File: src/design/svie_pkg.sv
// ----------------------------------------------------------------------------
// svie_pkg: shared definitions of the stack machine executor
// Sizes, opcodes, error codes, sequencer states and the request and response
// structures of the multiply/divide unit.
// ----------------------------------------------------------------------------
package svie_pkg;

    localparam int DATA_DEPTH  = 4096;
    localparam int STACK_DEPTH = 256;

    localparam int DAW = $clog2(DATA_DEPTH);
    localparam int SAW = $clog2(STACK_DEPTH);
    localparam int SCW = $clog2(STACK_DEPTH + 1);

    localparam logic [7:0] OPC_NOP  = 8'd0;
    localparam logic [7:0] OPC_PUSH = 8'd1;
    localparam logic [7:0] OPC_POP  = 8'd2;
    localparam logic [7:0] OPC_JMP  = 8'd3;
    localparam logic [7:0] OPC_JZ   = 8'd4;
    localparam logic [7:0] OPC_CALL = 8'd5;
    localparam logic [7:0] OPC_CZ   = 8'd6;
    localparam logic [7:0] OPC_RET  = 8'd7;
    localparam logic [7:0] OPC_INC  = 8'd8;
    localparam logic [7:0] OPC_DEC  = 8'd9;
    localparam logic [7:0] OPC_ADD  = 8'd10;
    localparam logic [7:0] OPC_SUB  = 8'd11;
    localparam logic [7:0] OPC_MUL  = 8'd12;
    localparam logic [7:0] OPC_DIV  = 8'd13;
    localparam logic [7:0] OPC_MOD  = 8'd14;
    localparam logic [7:0] OPC_GT   = 8'd15;
    localparam logic [7:0] OPC_LT   = 8'd16;
    localparam logic [7:0] OPC_EQ   = 8'd17;
    localparam logic [7:0] OPC_AND  = 8'd18;
    localparam logic [7:0] OPC_OR   = 8'd19;
    localparam logic [7:0] OPC_NOT  = 8'd20;
    localparam logic [7:0] OPC_IN   = 8'd21;
    localparam logic [7:0] OPC_OUT  = 8'd22;
    localparam logic [7:0] OPC_HALT = 8'd23;

    localparam logic [2:0] ERR_NONE  = 3'd0;
    localparam logic [2:0] ERR_UNDER = 3'd1;
    localparam logic [2:0] ERR_OVER  = 3'd2;
    localparam logic [2:0] ERR_DIV0  = 3'd3;
    localparam logic [2:0] ERR_OPC   = 3'd4;
    localparam logic [2:0] ERR_ADDR  = 3'd5;
    localparam logic [2:0] ERR_IP    = 3'd6;

    localparam logic OP_LOAD = 1'b0;

    typedef enum logic [1:0] {
        S_IDLE,
        S_READ,
        S_EXEC,
        S_ALU
    } t_state;

    typedef struct packed {
        logic        start;
        logic        is_div;
        logic        want_rem;
        logic [31:0] a;
        logic [31:0] b;
    } t_md_req;

    typedef struct packed {
        logic        done;
        logic [31:0] result;
    } t_md_rsp;

endpackage

File: src/design/svie_muldiv.sv
// ----------------------------------------------------------------------------
// svie_muldiv: iterative multiply and signed divide unit
// One bit per cycle through a single shared adder, then a final step that
// latches the result and fixes the signs of a division. Division truncates towards zero.
// ----------------------------------------------------------------------------
module svie_muldiv
    import svie_pkg::*;
(
    input  logic    i_clk,
    input  logic    i_rst_n,
    input  t_md_req i_req,
    output t_md_rsp o_rsp
);

    logic        r_busy;
    logic        r_fix;
    logic [5:0]  r_cnt;
    logic [31:0] r_acc;
    logic [31:0] r_q;
    logic [31:0] r_b;
    logic        r_is_div;
    logic        r_rem;
    logic        r_neg_q;
    logic        r_neg_r;
    logic        r_done;
    logic [31:0] r_res;

    logic [32:0] w_sh;
    logic [32:0] w_sum;
    logic [31:0] w_amag;
    logic [31:0] w_bmag;

    assign w_amag = i_req.a[31] ? (32'd0 - i_req.a) : i_req.a;
    assign w_bmag = i_req.b[31] ? (32'd0 - i_req.b) : i_req.b;

    // The shared adder: trial subtraction for divide, partial sum for multiply.
    assign w_sh  = r_is_div ? {r_acc, r_q[31]} : {1'b0, r_acc};
    assign w_sum = r_is_div ? (w_sh - {1'b0, r_b}) : (w_sh + {1'b0, r_b});

    always_ff @(posedge i_clk) begin
        if (!i_rst_n) begin
            r_busy <= 1'b0;
            r_fix  <= 1'b0;
            r_done <= 1'b0;
            r_cnt  <= 6'd0;
        end else begin
            r_done <= 1'b0;
            if (i_req.start) begin
                r_busy <= 1'b1;
                r_cnt  <= 6'd0;
            end else if (r_busy) begin
                if (r_cnt == 6'd31) begin
                    r_busy <= 1'b0;
                    r_fix  <= 1'b1;
                end
                r_cnt <= r_cnt + 6'd1;
            end else if (r_fix) begin
                r_fix  <= 1'b0;
                r_done <= 1'b1;
            end
        end
    end

    always_ff @(posedge i_clk) begin
        if (i_req.start) begin
            r_is_div <= i_req.is_div;
            r_rem    <= i_req.want_rem;
            r_neg_q  <= i_req.a[31] ^ i_req.b[31];
            r_neg_r  <= i_req.a[31];
            r_acc    <= 32'd0;
            r_q      <= i_req.is_div ? w_amag : i_req.a;
            r_b      <= i_req.is_div ? w_bmag : i_req.b;
        end else if (r_busy) begin
            if (r_is_div) begin
                if (!w_sum[32]) begin
                    r_acc <= w_sum[31:0];
                    r_q   <= {r_q[30:0], 1'b1};
                end else begin
                    r_acc <= w_sh[31:0];
                    r_q   <= {r_q[30:0], 1'b0};
                end
            end else begin
                if (r_q[0]) begin
                    r_acc <= w_sum[31:0];
                end
                r_q <= {1'b0, r_q[31:1]};
                r_b <= {r_b[30:0], 1'b0};
            end
        end else if (r_fix) begin
            if (!r_is_div) begin
                r_res <= r_acc;
            end else if (r_rem) begin
                r_res <= r_neg_r ? (32'd0 - r_acc) : r_acc;
            end else begin
                r_res <= r_neg_q ? (32'd0 - r_q) : r_q;
            end
        end
    end

    assign o_rsp.done   = r_done;
    assign o_rsp.result = r_res;

endmodule

File: config.mk
export PLATFORM = sky130hd
export DESIGN_NAME = svie_muldiv
export DESIGN_NICKNAME = d
export VERILOG_FILES = /design/src/design/svie_pkg.sv /design/src/design/svie_muldiv.sv
export SDC_FILE = /design/constraint.sdc
export NUM_CORES = 1
export LEC_CHECK = 0
export BUFFER_PORTS_ARGS = -buffer_cell sky130_fd_sc_hd__buf_4
export CORE_MARGIN = 4
export CORE_UTILIZATION = 40
export DETAILED_ROUTE_END_ITERATION = 10
export HOLD_SLACK_MARGIN = 0.05
export PLACE_DENSITY = 0.64
export SYNTH_ARGS = -nofsm -noshare
export SYNTH_HDL_FRONTEND = slang
export SYNTH_SLANG_ARGS = --single-unit
File: constraint.sdc
create_clock -name i_clk -period 5.1 [get_ports i_clk]
set_input_delay 0.255 -clock i_clk [delete_from_list [all_inputs] [get_ports i_clk]]
set_output_delay 0.255 -clock i_clk [all_outputs]
set_load 0.05 [all_outputs]
# Yosys cells after proc, flatten, opt, wreduce, memory -nomap -nowiden
# Cells that the tools add are included.
# word_totals
mem_bits_rw	0
latchBits	0
register_bits	141
in_bits	69
output_inout_bits	33
word_cells	60
n_memories	0
rom_bits	0
# op_classes
addsub	7
n_bitwise	4
n_div	0
mul	0
eq_ne	3
shifts	0
order_cmp	0
reduce_logical	8
n_mux	26
# op_table
operator	n
2-to-1 mux 32 bit	17
subtractor 1 x 32 -> 32 bit (first input constant)	4
2-to-1 mux 33 bit	2
adder 33 x 32 -> 33 bit	1
subtractor 33 x 32 -> 33 bit	1
2-to-1 mux 1 bit	7
adder 6 x 1 -> 6 bit (second input constant)	1
== test 6 x 5 -> 1 bit (second input constant)	1
AND reduction 2 bit	3
nonzero test 2 bit	2
inverter 1 bit	3
AND reduction 3 bit	1
OR reduction 3 bit	1
!= test 2 x 1 -> 1 bit (second input constant)	1
!= test 2 bit (second input constant)	1
OR reduction 2 bit	1
bitwise XOR 1 bit	1

# Longest topological paths before layout
# depth
depth_word	7
depth_mapped	20
mapped_depth_nobuf	17

# Worst setup path after synthesis
# OpenSTA, ideal clock, no wires.
# synth_timing
kind	reg2reg
startpoint	register r_b[5]
endpoint	register r_acc[10]
required_time_ps	4967
synth_period_minus_slack_ps	4337
slack_ps	763
t_arrival_ps	4205
path_stages_with_launch	19
n_path_buf	2
setup_ps	133
cell_sequence	edfxtp_1 nor3_1 nand2_1 or3_1 nor3_1 a31oi_1 a21oi_1 xor2_1 ha_1 a21o_1 a21o_1 a21oi_1 nor2_1 a31oi_1 and3_1 buf_4 buf_4 mux2i_1 a21oi_1
# synth_between
elab_chain_cells	4
elab_cells_between_ends	6
classes_between	add/sub (2); mux (4)
# synth_rtl
item	line_no	text
start: declaration	svie_muldiv.sv:20	logic [31:0] r_b;
start signal: assignment	svie_muldiv.sv:72	r_b <= i_req.is_div ? w_bmag : i_req.b;
start signal: assignment	svie_muldiv.sv:87	r_b <= {r_b[30:0], 1'b0};
adder 33 x 32 -> 33 bit or subtractor 33 x 32 -> 33 bit (tied branches)	svie_muldiv.sv:38	assign w_sum = r_is_div ? (w_sh - {1'b0, r_b}) : (w_sh + {1'b0, r_b});
2-to-1 mux 33 bit (*)	svie_muldiv.sv:38	
2-to-1 mux 32 bit (on tied branches)	svie_muldiv.sv:83, svie_muldiv.sv:75	
2-to-1 mux 32 bit (*)	svie_muldiv.sv:74	if (r_is_div) begin
end signal: assignment	svie_muldiv.sv:76	r_acc <= w_sum[31:0];
end signal: assignment	svie_muldiv.sv:79	r_acc <= w_sh[31:0];
end signal: assignment	svie_muldiv.sv:84	r_acc <= w_sum[31:0];
end: declaration	svie_muldiv.sv:18	logic [31:0] r_acc;
# Every way passes the cells marked *; elsewhere a longest branch is shown, timed or not. The select of a mux whose other input is x is not followed.
# A chain may end at the register's enable or synchronous reset.

# Worst setup path after layout
# layout_timing
startpoint	register r_b[5]
endpoint	register r_acc[31]
# The elaborated chain is that of the path after synthesis.

==> impl_metrics.yaml <==
placed_design:
  gp_congestion: 0.928
  pre_cts_ws_ns: 0.449
  port_buffers: 101
  place_hpwl_um: 26000
run:
  maxCapViolCount: 0
sta:
  final-hold-violation-count: 0
  rsz0062_at_grt: "no"
  finalClockSkew_ns: 0.0122
  setup_viol: 0
  fin_crit_ns: 4.63
  fin_tns_setup_ns: 0
  max_freq_ghz: 0.216
  worst_pin_slew_ns: 1.06
  drv_slew: 0
  min_period_over_period: 0.908
  setup_ws_ns: 0.470
  slew_headroom: 0.292
pwr:
  total_leakage_power_nw: 5.29
  p_per_area_nw_per_um2: 329
  p_total_mw: 4.49
  ir_worst_vdd_uv: 231
route:
  first_pass_iters: 8
  dr.first_iter.drc_count: 1104
  postRouteAntennaNets: 0
  via_per_inst: 5.81
  vias: 11000
  finalWirelength_um: 34500
  drt-wirelength-per-cell_um: 18.2
  drc: 0
global_route:
  antenna_found_initial: 0
  grt_start_max_net_pins: 87
  grt-ovfl-total: 0
  grt_pass1_vias: 9981
  grt_pass1_wl_um: 54500
  grt_usage: 0.202
layout:
  multi_input_area_um2: 7610
  seq_area_um2: 3820
  syn_to_final_growth_pct: 14.0
  diodes: 0
  num-fill-cells: 2911
  layout.nets: 1605
  drive_gt1_frac: 0.140
worst_setup_path:
  crit_type: "reg2reg"
  crit_arrival_ns: 4.99
  cp_slowest_cell: "or4_1"
  end_kind: "register"
  r2r_slack_ns: 0.47
  critPathMaxStageDelay_ns: 0.61
  r2r_cells: 17
  crit_fanout: 9
  cp_common_cell: "a21oi_1"
  crit_chain: "nor3_2, nand2_1, or3_1, nor3_1, buf_4, a31oi_1, a21oi_1, xor2_1, ha_1, a21o_1, a21o_1, a21oi_1, nor2_1, a31oi_1, nand3_1, or4_1, a21oi_1"
  critPathLaunchType: "register"
  required_ns: 5.46
yosys:
  ys_async_sr_fraction: 0
  synth_warnings: 0
  yosysTopAreaCell: "edfxtp_1"
  yosysTopAreaCellShare: 0.251
  synth_edf_count: 100
  ys_seq_area_frac: 0.319
  synthesis.nets: 1564
  synthCells: 1455
  netlist_top_cells_area: "edfxtp_1 25%, a21oi_1 7.8%, xnor2_1 7.0%, dfxtp_1 6.8%, o21ai_0 4.5%"
  synth_area_um2: 12000
  synthFlopType: "edfxtp_1"
  synth-seq-cells: 141
  synth_cell_types: 75
  postSynthAreaPerCell_um2: 8.24
floorplan:
  rows: 63
  start_util: 0.405
  ios: 102
  die-height_um: 181
  core_um2: 29600
  die_w_um: 181
  die_area_um2: 32800
clock_tree:
  clock_path_buffers: 2
  cts_buffers: 17
  insertion_delay_ns: 0.43
  cts_sinks: 141
  root_buffer: "clkbuf_16"
  cts_tree: "done"
  ctsHtreeMaxLevel: 4
  clkTransAtPathRegs_ns: 0.06
status:
  status: "complete, no violations"
min_path:
  min_path_cells: 1
  worstHoldPathType: "in2reg"
sequential cells by signal, indices dropped and copies added, names as in the netlist:
| signal | count |
|---|---|
| r_acc | 32 |
| r_b | 32 |
| r_busy | 1 |
| r_cnt | 6 |
| r_done | 1 |
| r_fix | 1 |
| r_is_div | 1 |
| r_neg_q | 1 |
| r_neg_r | 1 |
| r_q | 32 |
| r_rem | 1 |
| r_res | 32 |
Yosys cell counts, drive strengths merged, types with 8 or more instances:
cell type	number
edfxtp	100
nand2b	8
or3	13
or4	13
and2	11
nand4	12
nand3	26
o31ai	23
clkbuf	80
mux2	30
buf	23
and3	11
o21a	12
a31oi	22
a21o	22
nor2	128
o21ai	113
mux2i	44
nand2	133
a21oi	186
o22ai	23
nor4	22
ha	39
xor2	47
nor3	31
o41ai	15
a211oi	16
inv	34
xnor2	96
dfxtp	41
nor2b	17
power breakdown:
group | total, mW | switching, mW | leakage, nW | internal, mW
Sequential | 1.55 | 0.195 | 1.30 | 1.35
Combinational | 1.55 | 0.899 | 3.68 | 0.651
Clock | 1.39 | 0.522 | 0.311 | 0.870
final cells by class:
class,instances,area share
multi-input combinational,1176,0.557
timing repair buffer,125,0.0702
tap,390,0.0357
sequential,141,0.280
inverter,35,0.00962
clock buffer,18,0.0314
clock inverter,14,0.0158
critical path: cells and delay by family, from the launching register on:
kind | cells | cell delay [ns]
adder cells (fa/ha/maj) | 1 | 0.36
AO/OA/AOI/OAI | 7 | 1.41
AND/OR/NAND/NOR | 7 | 1.89
buffers and inverters | 1 | 0.18
flip-flops | 1 | 0.47
XOR/XNOR | 1 | 0.27
through the flow:
stage	utilization	instance area, µm²	hold WS (ns)	instances
global placement	0.439	13000	0.439	1864
finish	0.462	13700	0.0771	1899
floorplan	-	12000	0.354	1455
detailed placement	0.439	13000	0.439	1864
CTS	0.462	13600	0.0642	1899
global route	0.462	13700	0.0657	1899
metal layers:
layer | vias up | track usage | wire (µm)
met3 | 42 | 0.0280 | 1830
li1 | 5420 | - | -
met5 | - | 0 | 0
met1 | 5210 | 0.305 | 17000
met2 | 359 | 0.302 | 14900
met4 | 0 | 0.0570 | 772
logic make-up (layout without fill, tap and decap cells):
kind of cell,Yosys count,in the layout,synth area share
buf+inv,138,192,0.0469
xor+xnor,143,143,0.105
simple gates,446,446,0.183
flops,141,141,0.319
mux,74,74,0.0649
fa+ha+maj,40,40,0.0424
compound gates,473,473,0.239
placed cells by master, fill, tap and decap left out, types with 20 or more instances in the layout:
cell type and count:
o22ai_1 23, buf_4 121, nand2_1 133, a21o_1 22, o31ai_1 20, a31oi_1 22, mux2i_1 44, xnor2_1 96
nor2_1 127, dfxtp_1 41, xor2_1 47, mux2_2 30, ha_1 39, o21ai_0 107, nor3_1 28, edfxtp_1 100
inv_1 34, nand3_1 26, a21oi_1 186
path summary, 6_finish.rpt:
check                               start   endpoint
worst max register to register     r_b[5]  r_acc[31]
worst max-delay path               r_b[5]  r_acc[31]
worst min-delay path            i_req[65]   r_is_div
worst min register to register   r_cnt[5]   r_cnt[5]
what timing repair did:
item,CTS,global route
hold buffers,3,0
buffers inserted,0,0
hold endpoints to repair,3,0
gates resized for setup,0,2
endpoints found under the setup margin,0,2
(Power assumes the default switching activity.)
